`src/sv/assert_macros.svh`:
```
// Assertion macros used by the top-level RTL file.
// Depends on signals named clk and rst in the scope of use.
`ifndef ASSERT_MACROS_SVH
`define ASSERT_MACROS_SVH
`ifndef ASSERT_OFF
`define ASSERT_CHK(label, prop) \
  label: assert property (@(posedge clk) disable iff (rst) prop) \
    else $error("gdda check failed");
`define ASSERT_RST(label, prop) \
  label: assert property (@(posedge clk) prop) \
    else $error("gdda reset check failed");
`else
`define ASSERT_CHK(label, prop)
`define ASSERT_RST(label, prop)
`endif
`endif

```
`src/sv/gdda_pkg.sv`:
```
// Shared types, widths and codes for the grid ray caster.
// No dependencies.
package gdda_pkg;
  localparam int MAP_SIZE_DEF = 32;
  localparam int FRAC_BITS    = 16;
  localparam int FRAC_ONE     = 65536;
  localparam int POS_W        = 21;
  localparam int DIR_W        = 19;
  localparam int SW_W         = 13;
  localparam int COL_W        = 12;
  localparam int CELL_W       = 5;
  localparam int VAL_W        = 8;
  localparam int DIST_W       = 24;
  localparam int CAM_W        = 32;
  localparam int PROD_W       = 51;
  localparam int RAY_W        = 34;
  localparam int DELTA_W      = 33;
  localparam int FRAC_W       = 17;
  localparam int DIVN_W       = 48;
  localparam int DIVD_W       = 34;
  localparam int CFG_IDX_W    = 3;
  localparam int CFG_DATA_W   = 21;

  localparam logic OP_WRITE = 1'b0;
  localparam logic OP_CAST  = 1'b1;

  typedef enum logic [CFG_IDX_W-1:0] {
    CFG_POS_X, CFG_POS_Y, CFG_DIR_X, CFG_DIR_Y,
    CFG_PLANE_X, CFG_PLANE_Y, CFG_SCREEN_WIDTH
  } cfg_reg_t;

  typedef enum logic [4:0] {
    CMD_NONE, CMD_CLEAR, CMD_WRITE, CMD_LOAD, CMD_DIV_CAM, CMD_CAM, CMD_MUL,
    CMD_RAY, CMD_DIV_X, CMD_DX, CMD_DIV_Y, CMD_DY, CMD_SIDE, CMD_STEP,
    CMD_DIV_DIST, CMD_DIST, CMD_OUT_HIT, CMD_OUT_ESC
  } cmd_t;

  typedef struct packed {
    cmd_t op;
    logic div_start;
  } ctrl_t;

  typedef struct packed {
    logic clear_last;
    logic div_busy;
    logic div_done;
    logic bad_start;
    logic rx_zero;
    logic ry_zero;
    logic step_limit;
    logic m_oob;
    logic cell_hit;
    logic out_free;
  } status_t;
endpackage

```
`src/sv/gdda_ctrl.sv`:
```
// Controller: sequences map clear, writes and the per-ray setup and walk.
// Depends on gdda_pkg.
module gdda_ctrl import gdda_pkg::*; (
  input  logic    clk,
  input  logic    rst,
  input  logic    in_valid,
  input  logic    in_opcode,
  output logic    in_ready,
  output ctrl_t   ctrl,
  input  status_t st
);
  typedef enum logic [4:0] {
    S_CLEAR, S_IDLE, S_CAM, S_CAM_W, S_MUL, S_RAY, S_CHECK, S_DX, S_DX_W,
    S_DY, S_DY_W, S_SIDE, S_STEP, S_PROBE, S_DIST, S_DIST_W, S_OUT_HIT, S_OUT_ESC
  } state_t;

  state_t state, state_next;

  assign in_ready = (state == S_IDLE);

  always_comb begin
    state_next     = state;
    ctrl.op        = CMD_NONE;
    ctrl.div_start = 1'b0;
    case (state)
      S_CLEAR: begin
        ctrl.op = CMD_CLEAR;
        if (st.clear_last) state_next = S_IDLE;
      end
      S_IDLE: begin
        if (in_valid) begin
          if (in_opcode == OP_CAST) begin
            ctrl.op    = CMD_LOAD;
            state_next = S_CAM;
          end else begin
            ctrl.op = CMD_WRITE;
          end
        end
      end
      S_CAM: begin
        ctrl.op        = CMD_DIV_CAM;
        ctrl.div_start = 1'b1;
        state_next     = S_CAM_W;
      end
      S_CAM_W: begin
        if (st.div_done) begin
          ctrl.op    = CMD_CAM;
          state_next = S_MUL;
        end
      end
      S_MUL: begin
        ctrl.op    = CMD_MUL;
        state_next = S_RAY;
      end
      S_RAY: begin
        ctrl.op    = CMD_RAY;
        state_next = S_CHECK;
      end
      S_CHECK: state_next = st.bad_start ? S_OUT_ESC : S_DX;
      S_DX: begin
        if (st.rx_zero) begin
          state_next = S_DY;
        end else begin
          ctrl.op        = CMD_DIV_X;
          ctrl.div_start = 1'b1;
          state_next     = S_DX_W;
        end
      end
      S_DX_W: begin
        if (st.div_done) begin
          ctrl.op    = CMD_DX;
          state_next = S_DY;
        end
      end
      S_DY: begin
        if (st.ry_zero) begin
          state_next = S_SIDE;
        end else begin
          ctrl.op        = CMD_DIV_Y;
          ctrl.div_start = 1'b1;
          state_next     = S_DY_W;
        end
      end
      S_DY_W: begin
        if (st.div_done) begin
          ctrl.op    = CMD_DY;
          state_next = S_SIDE;
        end
      end
      S_SIDE: begin
        ctrl.op    = CMD_SIDE;
        state_next = S_STEP;
      end
      S_STEP: begin
        if (st.step_limit) begin
          state_next = S_OUT_ESC;
        end else begin
          ctrl.op    = CMD_STEP;
          state_next = S_PROBE;
        end
      end
      S_PROBE: begin
        if (st.m_oob)         state_next = S_OUT_ESC;
        else if (st.cell_hit) state_next = S_DIST;
        else                  state_next = S_STEP;
      end
      S_DIST: begin
        ctrl.op        = CMD_DIV_DIST;
        ctrl.div_start = 1'b1;
        state_next     = S_DIST_W;
      end
      S_DIST_W: begin
        if (st.div_done) begin
          ctrl.op    = CMD_DIST;
          state_next = S_OUT_HIT;
        end
      end
      S_OUT_HIT: begin
        if (st.out_free) begin
          ctrl.op    = CMD_OUT_HIT;
          state_next = S_IDLE;
        end
      end
      S_OUT_ESC: begin
        if (st.out_free) begin
          ctrl.op    = CMD_OUT_ESC;
          state_next = S_IDLE;
        end
      end
      default: state_next = S_IDLE;
    endcase
  end

  always_ff @(posedge clk) begin
    if (rst) state <= S_CLEAR;
    else     state <= state_next;
  end
endmodule

```
`config.mk`:
```
export PLATFORM = sky130hd
export DESIGN_NAME = gdda_ctrl
export DESIGN_NICKNAME = d
export VERILOG_FILES = /design/src/sv/assert_macros.svh /design/src/sv/gdda_pkg.sv /design/src/sv/gdda_ctrl.sv
export SDC_FILE = /design/constraint.sdc
export NUM_CORES = 1
export LEC_CHECK = 0
export BUFFER_PORTS_ARGS = -buffer_cell sky130_fd_sc_hd__buf_2
export CAP_MARGIN = 0
export CELL_PAD_IN_SITES_DETAIL_PLACEMENT = 1
export CELL_PAD_IN_SITES_GLOBAL_PLACEMENT = 1
export CORE_AREA = 2 2 51 53
export CTS_CLUSTER_DIAMETER = 50
export DETAILED_ROUTE_END_ITERATION = 8
export DIE_AREA = 0 0 53 55
export HOLD_SLACK_MARGIN = 0.08
export PLACE_DENSITY_LB_ADDON = 0.1
export SKIP_CTS_REPAIR_TIMING = 1
export SYNTH_ARGS = -nofsm -noshare
export SYNTH_HDL_FRONTEND = slang
export SYNTH_SLANG_ARGS = --single-unit
```
`constraint.sdc`:
```
create_clock -name clk -period 1.9 [get_ports clk]
set_clock_uncertainty 0.05 [all_clocks]
set_input_delay 0.095 -clock clk [delete_from_list [all_inputs] [get_ports clk]]
set_output_delay 0.095 -clock clk [all_outputs]
set_load 0.005 [all_outputs]
```
After elaboration in Yosys (flattened, before gate mapping)
Index checks and enable logic that the tools add are counted.
Widths: inputs -> output; s select.
{ "op_classes": {"eq_ne": 25, "n_reduce_logical": 4, "muxes": 28} }
{ "op_table": {"columns": ["op", "n"], "rows": [
  ["$pmux 5 s17", 1],
  ["$mux 5", 16],
  ["$pmux 5 s16", 1],
  ["$eq 5x4->1 const B", 8],
  ["$eq 5x3->1 const B", 4],
  ["$mux 4", 4],
  ["$ne 2x2->1 const B", 7],
  ["$eq 5x2->1 const B", 2],
  ["$eq 5x5->1 const B", 2],
  ["$reduce_and 8->1", 1],
  ["$eq 5x1->1 const B", 1],
  ["$logic_not 5->1", 1],
  ["$reduce_or 2->1", 2],
  ["$mux 1", 3],
  ["$mux 3", 1],
  ["$pmux 1 s3", 1],
  ["$mux 2", 1],
  ["$ne 2x1->1 const B", 1]
]} }
{ "totals": {"wordCells": 58, "in_bits": 14, "output_inout_bits": 7, "reg_bits": 5} }

Depth between registers and ports, before layout
Gate-level depths: netlist of the first run.
{ "logic_depth": {"ltp_word": 4, "depth_mapped": 7} }

Least setup slack after synthesis of the first run
Ideal clock, no wire load.
{ "synth_timing": {"path_type": "register -> register", "start": "reg state[3]", "end": "reg state[4]", "setup_slack_ns": 0.356, "t_arrival_ns": 1.378, "path_stages_with_launch": 6, "path_buffers": 1, "cell_sequence": "dfxtp_1 > buf_6 > xor2_2 > or4_4 > and3_4 > a41o_1"} }
{ "synth_between": {"elab_chain_cells": 4, "elab_cells_between_ends": 29, "classes_between": "eq/ne: 25; mux: 1; reduce/logical: 3"} }
{ "synth_rtl": {"columns": ["item", "line", "source"], "rows": [
  ["from (decl)", "gdda_ctrl.sv:17", "state_t state, state_next;"],
  ["from (signal assigned)", "gdda_ctrl.sv:136", "else state <= state_next;"],
  ["$eq 5x5->1", "gdda_ctrl.sv:25", "case (state)"],
  ["$reduce_or 2->1 (no line)", null, null],
  ["$ne 2x1->1 (no line)", null, null],
  ["$reduce_and 8->1 (no line)", null, null]
]} }
Parallel ways exist; a longest one is shown, timed or not.
A chain may end at the register's enable or synchronous reset.

==> impl_metrics.yaml, run 1 <==
yosys:
  syn_area_per_cell_sq_um: 7.36
  synth_area_leaders: "dfxtp_1 (13%), a21oi_1 (5.2%), nor3_1 (4.5%), buf_6 (4.4%), a31oi_1 (3.2%)"
  synth_top_flop_cell: "dfxtp_1"
  ys_seq_area_frac: 0.129
  yosys.area.top_type: "dfxtp_1"
  syn_nets: 119
  synth_top_area_share: 0.129
  synthCells: 105
  synth_async_sr_flop_share: 0
  yosysWarnings: 0
  synth_seq_cells: 5
  synthesis.area_sq_um: 773
  synth-edff-count: 0
  synthDistinctLibCells: 47
global_routing:
  grt_first_pass_wirelength_mm: 4.07
  grt_util_all_layers: 0.197
  overflow: 0
  grt_antenna_before_repair: 0
  grt_pass1_vias: 849
  grt_max_degree: 26
finish:
  regMostFlops: "state"
  syn_to_final_growth_pct: 23.6
  most-common-layout-cells: "buf_2 (19), a21oi_1 (8), nor3_1 (7)"
  final_layout_size_suffix_gt1_frac: 0.341
  reg_top3: "state (5)"
  largest_reg_flops: 5
  final_common_cell: "buf_2"
  final_area_sq_um: 956
  stdcell_count: 156
  nets: 141
  num_antenna_cells: 0
route:
  routedWlPerCell_um: 16.3
  drtAntennaViolNets: 0
  vias: 902
  first_iter_violations: 9
  dr.pass1.iters: 4
  drt_wl_total_mm: 2.55
  drc_errors: 0
  vias_per_cell: 5.78
run:
  maxCapViolCount: 0
placement:
  dpl-instance-area_sq_um: 902
  dpl.hpwl_mm: 1.91
  portBuffers: 19
  routabilityCongestion: 0.775
  dpl_worst_slack_ns: 0.170
  numPlacedInstances: 151
min_path:
  hold_end: "state[2]"
  whs_path_depth: 3
  min_from: "st[7]"
  worstHoldPathType: "input pin to flip-flop"
sta:
  setup_viol: 0
  slew_violations: 0
  maxSlewHeadroom: 0.782
  finalCritPeriodShare: 0.957
  whs_ns: 0.238
  finalHoldViolCount: 0
  fin_ws_ns: 0.0816
  fin_crit_ns: 1.82
  tightest_slew_ns: 0.327
  fmax_mhz: 550
  setup_tns_ns: 0
clock_network:
  cts_buffers: 3
  clock_latency_ns: 0.25
  clk_pin_slew_ns: 0.05
  cts_max_level: 1
  cts_buffer_depth: 2
  clock_tree.root_cell: "clkbuf_4"
  cts_tree: "yes"
  cts_sinks: 5
floorplan:
  start_util: 0.327
  io_pins: 21
  die_area_sq_mm: 0.00292
  die_x_um: 53
  coreArea_sq_mm: 0.00236
  std_cell_rows: 18
  die_y_um: 55
power_and_ir_drop:
  power_frac_seq: 0.223
  clkPwrFrac: 0.223
  p_leak_uw: 0.000389
  switching_share: 0.415
  vdd_ir_drop_max_mv: 0.457
  combPwrFrac: 0.554
  p_per_area_mw_per_mm2: 617
  p_int_uw: 345
  p_switching_uw: 245
setup_path:
  arrival_ns: 1.67
  reg2reg_depth: 5
  rr_startpoint: "state[2]"
  r2r-end: "state[3]"
  cp_max_fo: 7
  worstPathRequired_ns: 1.75
  r2r_setup_slack_ns: 0.19
  endpoint_kind: "primary output"
  critPathLaunchType: "flip-flop"
  critPathKind: "flip-flop to primary output"
outcome:
  status: "finished, final reports clean"
[cell families after synthesis]
group | count (synthesis) | synth area share
XOR/XNOR | 1 | 0.0210
AO/OA/AOI/OAI | 38 | 0.359
multiplexers | 3 | 0.0405
AND/OR/NAND/NOR | 44 | 0.341
flip-flops | 5 | 0.129
buffers and inverters | 14 | 0.108
[cells in the mapped netlist, drive strengths merged (2+ instances only)]
cell    count
nand2b      4
mux2i       2
a211oi      3
o32ai       2
clkbuf      2
nand2       6
nor2b       4
and3        3
or4         2
nor3        7
nand3b      3
nor2        4
a31oi       4
dfxtp       5
nand3       5
a21oi       8
inv         4
o21bai      2
o21ai       4
o31ai       3
buf         8
nand4       2
[critical path, cell delays in order, from the launching register on]
cell and delay (ns):
dfxtp_2 0.40, or3b_4 0.44, nor3_1 0.20, a21oi_1 0.10
o311ai_0 0.11, buf_2 0.18
[stage by stage]
| stage | total power, uW | util |
|---|---|---|
| floorplan | 355 | - |
| global placement | 448 | 0.381 |
| detailed placement | 456 | 0.381 |
| CTS | 588 | 0.393 |
| global route | 640 | 0.404 |
| finish | 590 | 0.404 |
[worst max-delay path by stage]
stage          depth (start not counted)  startpoint        to  slack [ns]
4_1_cts                                5    state[3]   ctrl[2]       -0.07
3_3_place_gp                           5    state[2]  state[2]        0.20
2_1_floorplan                          5    state[3]  state[4]        0.36
5_1_grt                                5    state[3]   ctrl[4]       -0.02
6_report                               5    state[3]   ctrl[4]        0.08
3_5_place_dp                           5    state[2]  state[0]        0.17
[power groups by stage]
| stage | Sequential [uW] | Combinational, uW | Clock, uW |
|---|---|---|---|
| after floorplan | 121 | 234 | 0 |
| after detailed placement | 133 | 322 | 0 |
| final | 132 | 327 | 132 |
| after CTS | 131 | 323 | 133 |
| after global routing | 133 | 363 | 144 |
| after global placement | 132 | 316 | 0 |
[routing by layer]
layer,global-route usage,up-vias,wire length [um]
met5,0,-,0
met4,0.103,0,46
met1,0.260,435,1190
met2,0.327,13,1270
li1,-,450,-
met3,0.00806,4,40
[final cells by class]
type,instances,area [sq um]
Tap cell,30,37.5
Clock buffer,4,26.3
Fill cell,328,1410
Inverter,4,15.0
Sequential cell,5,104
Timing Repair Buffer,27,174
Multi-Input combinational cell,86,599
Power figures use the tool's default switching activity.
==> run 2, diff against run 1 <==
--- a/config.mk
+++ b/config.mk
@@ -15,6 +15,7 @@
 export DIE_AREA = 0 0 53 55
 export HOLD_SLACK_MARGIN = 0.08
 export PLACE_DENSITY_LB_ADDON = 0.1
+export RECOVER_POWER = 25
 export SKIP_CTS_REPAIR_TIMING = 1
 export SYNTH_ARGS = -nofsm -noshare
 export SYNTH_HDL_FRONTEND = slang
==> run 2 against run 1 <==
Global-route usage is the same; hold slack gained 0.00096 ns; clock-buffer cell count is the same; setup slack gained 0.00085 ns; critical endpoint unchanged; routed wire length is the same; largest cell class unchanged; highest routed layer unchanged; largest power group unchanged; power shrank 0.91%.
==> impl_metrics.yaml, run 2 (same netlist as run 1, synthesis figures left out) <==
finish:
  n_fill_cell: 329
  most-common-layout-cells: "buf_2 (19), a21oi_1 (8), nor3_1 (7)"
  regMostFlops: "state"
  reg_top3: "state (5)"
  final_layout_size_suffix_gt1_frac: 0.333
  stdcell_count: 156
  final-seq-area_sq_um: 104
  multi_input_comb_area_sq_um: 594
  final_common_cell: "buf_2"
  largest_reg_flops: 5
  syn_to_final_growth_pct: 23.0
  num_antenna_cells: 0
  nets: 141
sta:
  finalCritPeriodShare: 0.957
  slew_violations: 0
  setup_viol: 0
  tightest_slew_ns: 0.327
  fin_ws_ns: 0.0825
  fmax_mhz: 550
  maxSlewHeadroom: 0.782
  finalHoldViolCount: 0
  fin_crit_ns: 1.82
placement:
  numPlacedInstances: 151
  dpl.hpwl_mm: 1.91
  dpl_worst_slack_ns: 0.170
  portBuffers: 19
  routabilityCongestion: 0.775
clock_network:
  cts_buffer_depth: 2
  cts_tree: "yes"
  cts_sinks: 5
  clock_tree.root_cell: "clkbuf_4"
  clk_pin_slew_ns: 0.05
  cts_buffers: 3
  cts_max_level: 1
  clock_latency_ns: 0.25
setup_path:
  worstPathRequired_ns: 1.75
  endpoint_kind: "primary output"
  reg2reg_depth: 5
  r2r_setup_slack_ns: 0.15
  cp_max_fo: 7
  r2r-end: "state[3]"
  critPathKind: "flip-flop to primary output"
  critPathLaunchType: "flip-flop"
  rr_startpoint: "state[2]"
  arrival_ns: 1.67
global_routing:
  grt_max_degree: 26
  overflow: 0
  grt_pass1_vias: 849
  grt_first_pass_wirelength_mm: 4.07
  grt_util_all_layers: 0.197
  grt_antenna_before_repair: 0
power_and_ir_drop:
  p_leak_uw: 0.000387
  p_per_area_mw_per_mm2: 615
  vdd_ir_drop_max_mv: 0.457
route:
  first_iter_violations: 9
  dr.pass1.iters: 4
  vias: 901
  drt_wl_total_mm: 2.55
  drtAntennaViolNets: 0
  routedWlPerCell_um: 16.3
  vias_per_cell: 5.78
  drc_errors: 0
min_path:
  worstHoldPathType: "input pin to flip-flop"
  hold_end: "state[2]"
  whs_path_depth: 3
  min_from: "st[7]"
floorplan:
  io_pins: 21
  die_y_um: 55
  start_util: 0.327
  std_cell_rows: 18
  die_x_um: 53
  coreArea_sq_mm: 0.00236
  die_area_sq_mm: 0.00292
outcome:
  status: "finished, final reports clean"
run:
  maxCapViolCount: 0
run 2: cell counts in the layout (fill, tap and decap cells not counted):
Identical to the previous run, type by type.
run 2: critical path, stage by stage (launching register included):
cell	delay, ns
dfxtp_2	0.40
or3b_4	0.44
nor3_1	0.20
a21oi_1	0.10
o311ai_0	0.11
buf_2	0.18
run 2: how the worst max path moves through the flow:
stage	from	to	slack, ns	cells past startpoint
after detailed placement	state[2]	state[0]	0.17	5
after CTS	state[3]	ctrl[2]	-0.07	5
after global routing	state[3]	ctrl[4]	-0.02	5
after floorplan	state[3]	state[4]	0.36	5
final	state[3]	ctrl[4]	0.08	5
after global placement	state[2]	state[2]	0.20	5
run 2: layout make-up:
cell class              count  share of cell area
repair buffers             27               0.183
flip-flops and latches      5               0.109
inverters                   4              0.0158
multi-input cells          86               0.625
clock buffers               4              0.0276
well taps                  30              0.0395
run 2: layer usage:
layer / GRT usage / vias up / routed length [um]
met5: 0 / - / 0
met1: 0.260 / 436 / 1190
met2: 0.327 / 13 / 1280
li1: - / 448 / -
met4: 0.103 / 0 / 46
met3: 0.00806 / 4 / 40
run 2: stage by stage:
| step | area (sq um) | power (uW) | hold slack [ns] | util | setup TNS, ns |
|---|---|---|---|---|---|
| 3_5_place_dp | 902 | 456 | 0.283 | 0.381 | 0 |
| 6_report | 951 | 584 | 0.239 | 0.402 | 0 |
| 3_3_place_gp | 902 | 448 | 0.283 | 0.381 | 0 |
| 2_1_floorplan | 773 | 355 | 0.111 | - | 0 |
| 4_1_cts | 928 | 588 | 0.0259 | 0.393 | -0.0690 |
| 5_1_grt | 951 | 635 | 0.267 | 0.402 | -0.0222 |
run 2: where the power goes:
| part | internal (uW) | switching (uW) |
|---|---|---|
| combinational | 145 | 176 |
| sequential | 115 | 16.1 |
| clock | 79.9 | 51.3 |
